`src/hhp_pkg.sv`:
```
// Shared types, constants and pattern lookups for the HTTP header byte parser.
// No dependencies; used by hhp_step, http_header_byte_parser and hhp_checker.

package hhp_pkg;

	// Framing characters.
	localparam logic [7:0] CH_COLON = 8'h3A;
	localparam logic [7:0] CH_SPACE = 8'h20;
	localparam logic [7:0] CH_CR    = 8'h0D;
	localparam logic [7:0] CH_LF    = 8'h0A;
	localparam logic [7:0] CH_UPPER_K = 8'h4B;
	localparam logic [7:0] CH_LOWER_K = 8'h6B;

	// Pattern matching: length of the compared words and the mismatch mark.
	localparam logic [3:0] PAT_LEN    = 4'd10;
	localparam logic [3:0] MATCH_FAIL = 4'd15;

	localparam int unsigned LIMIT_W = 10;
	localparam logic [LIMIT_W-1:0] LIMIT_RESET = 10'd255;

	// Byte role codes.
	typedef enum logic [1:0] {
		ROLE_FRAME = 2'd0,
		ROLE_KEY   = 2'd1,
		ROLE_VALUE = 2'd2
	} role_t;

	// Parse phase, one-hot.
	typedef enum logic [7:0] {
		PH_START  = 8'b0000_0001,
		PH_KEY    = 8'b0000_0010,
		PH_COLON  = 8'b0000_0100,
		PH_SPACE  = 8'b0000_1000,
		PH_VALUE  = 8'b0001_0000,
		PH_CR     = 8'b0010_0000,
		PH_LF     = 8'b0100_0000,
		PH_END_CR = 8'b1000_0000
	} phase_t;

	// Parser state carried from one item to the next.
	typedef struct packed {
		phase_t              phase;
		logic [LIMIT_W-1:0]  value_count;
		logic [3:0]          key_pos;
		logic [3:0]          val_pos;
		logic                val_upper;
		logic                conn_seen;
		logic                ka_flag;
	} state_t;

	localparam state_t STATE_RESET = '{
		phase:       PH_START,
		value_count: '0,
		key_pos:     '0,
		val_pos:     '0,
		val_upper:   1'b0,
		conn_seen:   1'b0,
		ka_flag:     1'b0
	};

	// Tags produced for one item.
	typedef struct packed {
		logic [7:0] echo;
		role_t      role;
		logic       pair_done;
		logic       headers_end;
		logic       parse_error;
		logic       keep_alive;
	} result_t;

	// Character of "Connection" at a given position.
	function automatic logic [7:0] conn_char(input logic [3:0] pos);
		logic [7:0] c;
		unique case (pos)
			4'd0:    c = 8'h43; // C
			4'd1:    c = 8'h6F; // o
			4'd2:    c = 8'h6E; // n
			4'd3:    c = 8'h6E; // n
			4'd4:    c = 8'h65; // e
			4'd5:    c = 8'h63; // c
			4'd6:    c = 8'h74; // t
			4'd7:    c = 8'h69; // i
			4'd8:    c = 8'h6F; // o
			4'd9:    c = 8'h6E; // n
			default: c = 8'h00;
		endcase
		return c;
	endfunction

	// Character of "keep-alive" or "Keep-Alive" at a given position.
	function automatic logic [7:0] ka_char(input logic [3:0] pos, input logic upper);
		logic [7:0] c;
		unique case (pos)
			4'd0:    c = upper ? 8'h4B : 8'h6B; // K / k
			4'd1:    c = 8'h65;                 // e
			4'd2:    c = 8'h65;                 // e
			4'd3:    c = 8'h70;                 // p
			4'd4:    c = 8'h2D;                 // -
			4'd5:    c = upper ? 8'h41 : 8'h61; // A / a
			4'd6:    c = 8'h6C;                 // l
			4'd7:    c = 8'h69;                 // i
			4'd8:    c = 8'h76;                 // v
			4'd9:    c = 8'h65;                 // e
			default: c = 8'h00;
		endcase
		return c;
	endfunction

endpackage

```
`src/hhp_step.sv`:
```
// Next-state and tag logic of the HTTP header byte parser for one byte.
// Purely combinational; depends on hhp_pkg.

module hhp_step (
	input  hhp_pkg::state_t                 state_q,
	input  logic [7:0]                      data,
	input  logic [hhp_pkg::LIMIT_W-1:0]     limit,
	output hhp_pkg::state_t                 state_d,
	output hhp_pkg::result_t                res
);

	logic                         is_crlf;
	logic                         err;
	logic [hhp_pkg::LIMIT_W:0]    count_inc;
	logic [3:0]                   key_first;
	hhp_pkg::state_t              nxt;

	assign is_crlf   = (data == hhp_pkg::CH_CR) || (data == hhp_pkg::CH_LF);
	assign count_inc = {1'b0, state_q.value_count} + 1'b1;
	// Match progress for the first byte of a new key.
	assign key_first = (data == hhp_pkg::conn_char(4'd0)) ? 4'd1 : hhp_pkg::MATCH_FAIL;

	// Phase decode for one byte.
	always_comb begin
		nxt = state_q;
		err = 1'b0;
		res = '{echo: data, role: hhp_pkg::ROLE_FRAME, pair_done: 1'b0,
			headers_end: 1'b0, parse_error: 1'b0, keep_alive: 1'b0};
		unique case (state_q.phase)
			hhp_pkg::PH_KEY: begin
				if (data == hhp_pkg::CH_COLON) begin
					nxt.conn_seen = (state_q.key_pos == hhp_pkg::PAT_LEN);
					nxt.phase     = hhp_pkg::PH_COLON;
				end else if (is_crlf) begin
					err = 1'b1;
				end else begin
					if (state_q.key_pos < hhp_pkg::PAT_LEN &&
						data == hhp_pkg::conn_char(state_q.key_pos)) begin
						nxt.key_pos = state_q.key_pos + 4'd1;
					end else begin
						nxt.key_pos = hhp_pkg::MATCH_FAIL;
					end
					res.role = hhp_pkg::ROLE_KEY;
				end
			end
			hhp_pkg::PH_COLON: begin
				if (data == hhp_pkg::CH_SPACE) begin
					nxt.phase = hhp_pkg::PH_SPACE;
				end else begin
					err = 1'b1;
				end
			end
			hhp_pkg::PH_SPACE: begin
				// The byte after colon-space always opens the value.
				nxt.value_count = '0;
				nxt.val_upper   = (data == hhp_pkg::CH_UPPER_K);
				nxt.val_pos     = (data == hhp_pkg::CH_UPPER_K || data == hhp_pkg::CH_LOWER_K)
					? 4'd1 : hhp_pkg::MATCH_FAIL;
				nxt.phase       = hhp_pkg::PH_VALUE;
				res.role        = hhp_pkg::ROLE_VALUE;
			end
			hhp_pkg::PH_VALUE: begin
				if (data == hhp_pkg::CH_CR) begin
					nxt.phase = hhp_pkg::PH_CR;
				end else if (count_inc > {1'b0, limit}) begin
					err = 1'b1;
				end else begin
					nxt.value_count = count_inc[hhp_pkg::LIMIT_W-1:0];
					if (state_q.val_pos < hhp_pkg::PAT_LEN &&
						data == hhp_pkg::ka_char(state_q.val_pos, state_q.val_upper)) begin
						nxt.val_pos = state_q.val_pos + 4'd1;
					end else begin
						nxt.val_pos = hhp_pkg::MATCH_FAIL;
					end
					res.role = hhp_pkg::ROLE_VALUE;
				end
			end
			hhp_pkg::PH_CR: begin
				if (data == hhp_pkg::CH_LF) begin
					if (state_q.conn_seen) begin
						nxt.ka_flag = (state_q.val_pos == hhp_pkg::PAT_LEN);
					end
					nxt.conn_seen = 1'b0;
					nxt.phase     = hhp_pkg::PH_LF;
					res.pair_done = 1'b1;
				end else begin
					err = 1'b1;
				end
			end
			hhp_pkg::PH_LF: begin
				if (data == hhp_pkg::CH_CR) begin
					nxt.phase = hhp_pkg::PH_END_CR;
				end else begin
					nxt.key_pos = key_first;
					nxt.phase   = hhp_pkg::PH_KEY;
					res.role    = hhp_pkg::ROLE_KEY;
				end
			end
			hhp_pkg::PH_END_CR: begin
				if (data == hhp_pkg::CH_LF) begin
					res.headers_end = 1'b1;
					res.keep_alive  = state_q.ka_flag;
					nxt = hhp_pkg::STATE_RESET;
				end else begin
					err = 1'b1;
				end
			end
			default: begin
				// Start phase; unused codes behave the same way.
				if (!is_crlf) begin
					nxt.key_pos = key_first;
					nxt.phase   = hhp_pkg::PH_KEY;
					res.role    = hhp_pkg::ROLE_KEY;
				end else begin
					nxt.phase = hhp_pkg::PH_START;
				end
			end
		endcase

		// A syntax error raises parse_error, clears the role and the other flags, and restarts the parse.
		if (err) begin
			nxt             = hhp_pkg::STATE_RESET;
			res.role        = hhp_pkg::ROLE_FRAME;
			res.pair_done   = 1'b0;
			res.headers_end = 1'b0;
			res.keep_alive  = 1'b0;
			res.parse_error = 1'b1;
		end
	end

	assign state_d = nxt;

endmodule

```
`src/http_header_byte_parser.sv`:
```
// HTTP header byte parser: one byte per clock in, one tagged byte per clock out while the output is not stalled.
// Depends on hhp_pkg and hhp_step.

// The parser accepts one header byte per clock and returns one tagged result
// per byte, in order, via the input register and the result register. Sustained
// throughput is one byte per clock while out_ready does not stall the output;
// it is set by the parse state update in hhp_step, which sits between the two.
// value_length_limit resets to 255. The user must write it through cfg_wr_en /
// cfg_wr_data only while no bytes are in flight; the block does not enforce it.

module http_header_byte_parser (
	input  logic                          clk,
	input  logic                          arst_n,
	input  logic                          cfg_wr_en,
	input  logic [hhp_pkg::LIMIT_W-1:0]   cfg_wr_data,
	input  logic                          in_valid,
	output logic                          in_ready,
	input  logic [7:0]                    data_byte,
	output logic                          out_valid,
	input  logic                          out_ready,
	output logic [7:0]                    byte_echo,
	output logic [1:0]                    byte_role,
	output logic                          pair_done,
	output logic                          headers_end,
	output logic                          parse_error,
	output logic                          keep_alive
);

	logic                         valid_s1;
	logic [7:0]                   byte_s1;
	logic                         valid_s2;
	hhp_pkg::result_t             res_s2;
	hhp_pkg::result_t             res_d;
	hhp_pkg::state_t              state_q;
	hhp_pkg::state_t              state_d;
	logic [hhp_pkg::LIMIT_W-1:0]  limit_q;
	logic                         advance;

	// Stage 1 moves into the result register when that register is free or drains.
	assign advance  = valid_s1 && (!valid_s2 || out_ready);
	assign in_ready = !valid_s1 || advance;

	// Configuration register.
	always_ff @(posedge clk or negedge arst_n) begin
		if (!arst_n) begin
			limit_q <= hhp_pkg::LIMIT_RESET;
		end else if (cfg_wr_en) begin
			limit_q <= cfg_wr_data;
		end
	end

	// Input register.
	always_ff @(posedge clk or negedge arst_n) begin
		if (!arst_n) begin
			valid_s1 <= 1'b0;
		end else if (in_ready) begin
			valid_s1 <= in_valid;
		end
	end

	always_ff @(posedge clk) begin
		if (in_valid && in_ready) begin
			byte_s1 <= data_byte;
		end
	end

	hhp_step u_step (
		.state_q (state_q),
		.data    (byte_s1),
		.limit   (limit_q),
		.state_d (state_d),
		.res     (res_d)
	);

	// Parse state advances once per item as it enters the result register.
	always_ff @(posedge clk or negedge arst_n) begin
		if (!arst_n) begin
			state_q <= hhp_pkg::STATE_RESET;
		end else if (advance) begin
			state_q <= state_d;
		end
	end

	// Result register.
	always_ff @(posedge clk or negedge arst_n) begin
		if (!arst_n) begin
			valid_s2 <= 1'b0;
		end else if (advance) begin
			valid_s2 <= 1'b1;
		end else if (out_ready) begin
			valid_s2 <= 1'b0;
		end
	end

	always_ff @(posedge clk) begin
		if (advance) begin
			res_s2 <= res_d;
		end
	end

	assign out_valid   = valid_s2;
	assign byte_echo   = res_s2.echo;
	assign byte_role   = res_s2.role;
	assign pair_done   = res_s2.pair_done;
	assign headers_end = res_s2.headers_end;
	assign parse_error = res_s2.parse_error;
	assign keep_alive  = res_s2.keep_alive;

endmodule

```
`config.mk`:
```
export PLATFORM = sky130hd
export DESIGN_NAME = http_header_byte_parser
export DESIGN_NICKNAME = d
export VERILOG_FILES = /design/src/hhp_pkg.sv /design/src/hhp_step.sv /design/src/http_header_byte_parser.sv
export SDC_FILE = /design/constraint.sdc
export NUM_CORES = 1
export LEC_CHECK = 0
export ABC_CLOCK_PERIOD_IN_PS = 5600
export BUFFER_PORTS_ARGS = -buffer_cell sky130_fd_sc_hd__clkbuf_2
export CAP_MARGIN = 10
export CORE_UTILIZATION = 55
export CTS_CLUSTER_DIAMETER = 60
export CTS_CLUSTER_SIZE = 40
export DETAILED_ROUTE_END_ITERATION = 12
export PLACE_DENSITY = 0.84
export RECOVER_POWER = 25
export SLEW_MARGIN = 25
export SYNTH_ARGS = -nofsm -noshare
export SYNTH_HDL_FRONTEND = slang
export SYNTH_SLANG_ARGS = --single-unit
```
`constraint.sdc`:
```
create_clock -name clk -period 5.6 [get_ports clk]
set_input_delay 1.12 -clock clk [delete_from_list [all_inputs] [get_ports clk]]
set_output_delay 1.12 -clock clk [all_outputs]
set_load 0.01 [all_outputs]
```
==> results of run 1 <==
==> through the flow <==
stage	total power, W	utilization [%]
after global placement	0.001190	60.35
after global routing	0.001751	63.44
after CTS	0.001646	63.46
after floorplan	0.001078	-
after detailed placement	0.001218	60.35
final	0.001651	63.44
==> placed cells by master, fill, tap and decap left out, drive strengths merged, types with 8 or more instances in the layout <==
master | Yosys | final
ha | 21 | 21
edfxtp | 22 | 22
a21oi | 12 | 12
nand2 | 45 | 45
inv | 24 | 24
dfrtp | 32 | 32
nand2b | 8 | 8
nor2b | 10 | 10
dfstp | 9 | 9
nor4 | 9 | 9
xor2 | 10 | 10
nor2 | 19 | 19
xnor2 | 9 | 9
nor3 | 8 | 8
nand3 | 18 | 18
clkbuf | 13 | 47
mux2 | 8 | 8
o21ai | 40 | 40
==> kinds of logic (layout without fill, tap and decap cells) <==
group | Yosys count | count (layout)
compound gates | 96 | 96
buf+inv | 41 | 79
fa+ha+maj | 21 | 21
flops | 63 | 63
xor+xnor | 19 | 19
mux | 9 | 9
simple gates | 155 | 155
==> final timing paths <==
check / start / end / slack [ns]
setup / recovery: state_q[11] / state_q[27] / 1.86
hold / removal: valid_s1 / out_valid / 0.50
setup reg to reg: state_q[11] / state_q[27] / 1.86
hold reg to reg: valid_s1 / out_valid / 0.50
max in group asynchronous: arst_n / state_q[12] / 2.89
min in group asynchronous: arst_n / state_q[28] / 1.43
==> synthesized netlist by cell type, types with 3 or more instances <==
cell type  count  area share (%)
and4b_1        3            0.78
nor3b_1        3            0.58
a21o_1         3            0.58
o21ai_1        8             1.0
nor2b_1       10             1.6
a211oi_1       6             1.2
mux2_2         8             2.3
o21ai_0       32             4.2
dfrtp_1       32              21
ha_1          21             6.8
xor2_1        10             2.3
nand3_1       18             2.3
nor2_1        19             1.8
edfxtp_1      22              17
xnor2_1        9             2.0
nor4_1         7             1.1
nand4b_1       4            0.91
inv_1         24             2.3
a22o_1         4            0.91
o211ai_1       3            0.58
nand2_1       45             4.4
and2_1         3            0.49
o31ai_1        3            0.58
dfstp_2        9             6.1
nand3b_1       5            0.97
nand2b_1       7             1.1
a211o_1        3            0.68
o21bai_1       3            0.58
and3_1         3            0.49
a21oi_1       12             1.6
nor3_1         8             1.0
buf_2          3            0.39
clkbuf_1      13             1.3
o21a_1         3            0.58
nand4_1        6            0.97
==> sequential cells by signal, indices dropped and copies added (netlist names) <==
name / count
headers_end: 1
pair_done: 1
limit_q: 10
out_valid: 1
state_q: 29
byte_s1: 8
keep_alive: 1
valid_s1: 1
byte_echo: 8
parse_error: 1
byte_role: 2
==> routing by layer <==
metal / track usage [%] / vias up / wire length [µm]
met5: 0 / - / 0
met4: 9.091 / 0 / 163
met3: 5.101 / 17 / 430
met2: 40.65 / 125 / 4117
met1: 31.80 / 1528 / 3709
li1: - / 1534 / -
==> worst max-delay path, cell delays in order (launching register included) <==
cell	delay, ns
dfrtp_1	0.43
ha_1	0.25
nand3_1	0.18
nor2_1	0.28
and3_1	0.21
xor2_1	0.20
ha_1	0.29
nand3_1	0.08
nand2_1	0.05
o311ai_1	0.42
a41oi_1	0.17
o21ai_1	0.63
mux2_2	0.41
==> power by group <==
group	internal, W	switching, W
Clock	0.000247	0.000186
Sequential	0.000557	0.000110
Combinational	0.000240	0.000312
==> area by class of cell <==
type                            instances  area share (%)
Multi-Input combinational cell        300           46.27
Sequential cell                        63           39.39
Timing Repair Buffer                   39           4.557
Clock buffer                            9           2.874
Tap cell                               96           2.787
Inverter                               24           2.090
Clock inverter                          7           2.032
==> reports/metrics.cfg, run 1 <==
[run_status]
run_status=finished with violations
failed_checks=capacitance limit, slew limit

[floorplan]
initial_utilization_pct=56.78
pin_count=39
design.die.area_um2=7352
std_cell_rows=30
core_area_um2=6794
die_x_um=85.75
die_height_um=85.75

[place]
postPlaceCellArea_um2=4100
dp_hpwl_um=5990
pre_cts_ws_ns=1.893
dpl.cell_count=522
gp_congestion=0.9086
port_buffers=38

[detailed_routing]
drc=0
viasPerCell=5.955
drt_iter0_markers=360
vias=3204
wire_per_inst_um=15.65
drt_wl_total_um=8420
ant_nets=0
firstDrtPassIters=5

[setup_path]
worstSetupPathType=reg2reg
reg2regPathDepth=12
worstPathArrival_ns=3.98
required_ns=5.83
end_kind=flop
start_kind=flop
cp_max_fo=12

[clock_network]
cts_tree=built
clk_pin_slew_ns=0.07
cts_max_level=3
hold_buffers=0
clkSinkCount=63
cts_resized=0
cts-root-buf=clkbuf_8
cts_buffers=9
clock_latency_ns=0.35
clockBufferDepth=2
post_cts_buffers=0

[synth]
avgSynthCellArea_um2=9.548
synth_area_um2=3857
syn-num-nets=448
synthSimpleGateAreaFrac_pct=22.06
synth_adder_area_share_pct=6.812
synthCells=404
ys_seq_area_share_pct=44.02
synth_edf_count=22
synthFlopType=dfrtp_1
synth_top_family_by_area=simple AND/OR/NAND/NOR gates
synth_xor_xnor_area_share_pct=4.314
synthMuxAreaShare_pct=2.595
synth.distinct_cells=61
synth_compound_area_share_pct=15.93
ys_seq_elements=63
ys_async_sr_fraction_pct=65.08
yosysWarnings=0

[flow_run]
maxCapViolCount=1

[timing]
max_freq_ghz=0.2673
setup_viol=0
worst_pin_slew_ns=2.243
max_slew_margin_pct=-49.51
period_needed_ns=3.742
timing.hold.ws_ns=0.4951
rsz0062_at_grt=no
drv_slew=42
hold_viol=0
skew_ns=0.007135
setup_tns_ns=0
fin_ws_ns=1.858
final.period_utilization_pct=66.82

[grt]
gr-usage-all-layers_pct=24.50
antenna_found_initial=0
grt_remaining_overflow=0
grt_pass1_vias=3003
grt_max_degree=42
grt_pass1_wl_um=14070

[power]
power_density_nw_per_um2=383.0
ir_drop_mv=0.1844
power_leakage_nw=1.868

[final_layout]
fin_nets=481
multiInputGateArea_um2=1994
layout-drive-gt1-share_pct=16.29
syn_to_final_growth_pct=11.74
nFillCells=548
seqCellArea_um2=1698
num_antenna_cells=0
final_cells=538
final_cell_area_um2=4310

[hold_path]
hp-class=reg2reg
min_path_cells=1

No activity file was read; power rests on OpenSTA's default activity.
==> run 2, diff against run 1 <==
- ABC_CLOCK_PERIOD_IN_PS: 5600 -> 3800
- clock period: 5.6 -> 3.8 ns (I/O delays scaled with it)
==> reports/metrics.cfg, run 2 (synthesis results as in run 1) <==
[power]
p_int_w=0.001547  ; was 0.001044 W
p_sw_share_pct=36.44  ; was 36.75%
combPwrFrac_pct=34.2  ; was 33.4%
clock_power_share_pct=25.4  ; was 26.2%
power_leakage_nw=1.875  ; was 1.868 nW
p_switching_w=0.0008868  ; was 0.0006068 W
pwr-share-seq_pct=40.4  ; about the same
power_density_nw_per_um2=563.4  ; was 383.0 nW/µm²
ir_drop_mv=0.3210  ; was 0.1844 mV

[final_layout]
layout-drive-gt1-share_pct=16.44  ; was 16.29%
num_antenna_cells=0  ; unchanged
nFillCells=558  ; was 548
fin_nets=483  ; was 481
largest_reg_flops=29  ; unchanged
reg_top3=state_q x29, limit_q x10  ; unchanged
regMostFlops=state_q  ; unchanged
layout_common_cells=45 x nand2_1, 36 x clkbuf_2, 32 x o21ai_0, 32 x dfrtp_1, 24 x inv_1  ; was 45 x nand2_1, 37 x clkbuf_2, 32 x o21ai_0, 32 x dfrtp_1, 24 x inv_1
syn_to_final_growth_pct=11.97  ; was 11.74%
mostFrequentLayoutCell=nand2_1  ; unchanged

[clock_network]
clk_pin_slew_ns=0.06  ; was 0.07 ns
cts_buffers=9  ; unchanged
clock_latency_ns=0.35  ; about the same
cts-root-buf=clkbuf_8  ; unchanged
hold_buffers=0  ; unchanged
cts_max_level=3  ; unchanged
cts_resized=0  ; unchanged
cts_tree=built  ; unchanged
clkSinkCount=63  ; unchanged
clockBufferDepth=2  ; unchanged
post_cts_buffers=0  ; unchanged

[setup_path]
startpoint=state_q[11]  ; unchanged
reg2reg_from=state_q[11]  ; unchanged
start_kind=flop  ; unchanged
r2r_slack_ns=0.35  ; was 1.86 ns
worstSetupPathType=reg2reg  ; unchanged
reg2regPathDepth=13  ; was 12
worstPathArrival_ns=3.73  ; was 3.98 ns
cp_max_fo=11  ; was 12
required_ns=4.08  ; was 5.83 ns
end_kind=flop  ; unchanged
r2r_end=state_q[11]  ; was state_q[27]

[detailed_routing]
vias=3243  ; was 3204
firstDrtPassIters=5  ; unchanged
ant_nets=0  ; unchanged
drt_wl_total_um=8455  ; was 8420 µm
viasPerCell=6.006  ; was 5.955
wire_per_inst_um=15.66  ; was 15.65 µm
drc=0  ; unchanged
drt_iter0_markers=344  ; was 360

[floorplan]
pin_count=39  ; unchanged
die_x_um=85.75  ; unchanged
std_cell_rows=30  ; unchanged
core_area_um2=6794  ; unchanged
die_height_um=85.75  ; unchanged
initial_utilization_pct=56.78  ; unchanged
design.die.area_um2=7352  ; unchanged

[grt]
grt_max_degree=42  ; unchanged
grt_pass1_wl_um=14320  ; was 14070 µm
antenna_found_initial=0  ; unchanged
gr-usage-all-layers_pct=25.01  ; was 24.50%
grt_remaining_overflow=0  ; unchanged
grt_pass1_vias=3115  ; was 3003

[timing]
worst_pin_slew_ns=2.196  ; was 2.243 ns
max_slew_margin_pct=-46.41  ; was -49.51%
period_needed_ns=3.453  ; was 3.742 ns
final.period_utilization_pct=90.88  ; was 66.82%
rsz0062_at_grt=no  ; unchanged
max_freq_ghz=0.2896  ; was 0.2673 GHz
timing.hold.ws_ns=0.4844  ; was 0.4951 ns
setup_tns_ns=0  ; unchanged
setup_viol=0  ; unchanged
skew_ns=0.009900  ; was 0.007135 ns
hold_viol=0  ; unchanged
drv_slew=42  ; unchanged

[place]
dp_hpwl_um=6093  ; was 5990 µm
port_buffers=38  ; unchanged
gp_congestion=0.9041  ; was 0.9086

[run_status]
run_status=finished with violations  ; unchanged
failed_checks=capacitance limit, slew limit  ; unchanged

[hold_path]
min_path_cells=1  ; unchanged
hp-class=reg2reg  ; unchanged
holdPathEnd=out_valid  ; unchanged
min_from=valid_s1  ; unchanged

[flow_run]
maxCapViolCount=1  ; unchanged

[run 2: area by class of cell]
| type | count | area (µm²) | area share, % |
|---|---|---|---|
| multi-input cells | 300 | 1997 | 46.23 |
| well taps | 96 | 120.1 | 2.781 |
| repair buffers | 41 | 210.2 | 4.867 |
| clock buffers | 11 | 131.4 | 3.042 |
| inverters | 24 | 90.09 | 2.086 |
| flip-flops and latches | 63 | 1698 | 39.31 |
| clock inverters | 5 | 72.57 | 1.680 |
[run 2: critical path, cell delays in order, from the launching register on]
cell and delay [ns]:
dfrtp_1 0.42, ha_1 0.24, nand3_1 0.19, nor2_2 0.23
and3_1 0.19, xor2_1 0.08, ha_1 0.22, a211oi_1 0.24
nand2_1 0.09, o311ai_1 0.43, o211ai_1 0.20, or2_1 0.38
nor2_1 0.27, mux2_2 0.20
[run 2: worst max-delay path by stage]
stage	to	depth (start not counted)
floorplan	state_q[22]	13
global placement	state_q[11]	13
global route	state_q[11]	13
CTS	state_q[11]	13
finish	state_q[11]	13
detailed placement	state_q[11]	13
[run 2: through the flow]
step | instances | instance area (µm²) | power (W) | setup slack (ns) | utilization (%)
floorplan | 404 | 3857 | 0.001589 | 0.6599 | -
global placement | 524 | 4115 | 0.001765 | 0.4862 | 60.57
detailed placement | 524 | 4115 | 0.001802 | 0.3301 | 60.57
CTS | 540 | 4319 | 0.002418 | 0.3018 | 63.57
global route | 540 | 4319 | 0.002576 | 0.04292 | 63.57
finish | 540 | 4319 | 0.002433 | 0.3465 | 63.57
[run 2: layer usage]
metal	wire (µm)	up-vias	global-route usage, %
li1	-	1544	-
met1	3658	1567	31.70
met2	4153	105	41.24
met3	386	27	4.042
met4	257	0	13.48
met5	0	-	0
[run 2: power groups by stage]
stage	registers (W)	clock network, W	logic, W
global placement	0.000982	0	0.000784
global route	0.00100	0.000650	0.000923
detailed placement	0.000988	0	0.000813
finish	0.000983	0.000619	0.000831
floorplan	0.000918	0	0.000670
CTS	0.000978	0.000620	0.000820
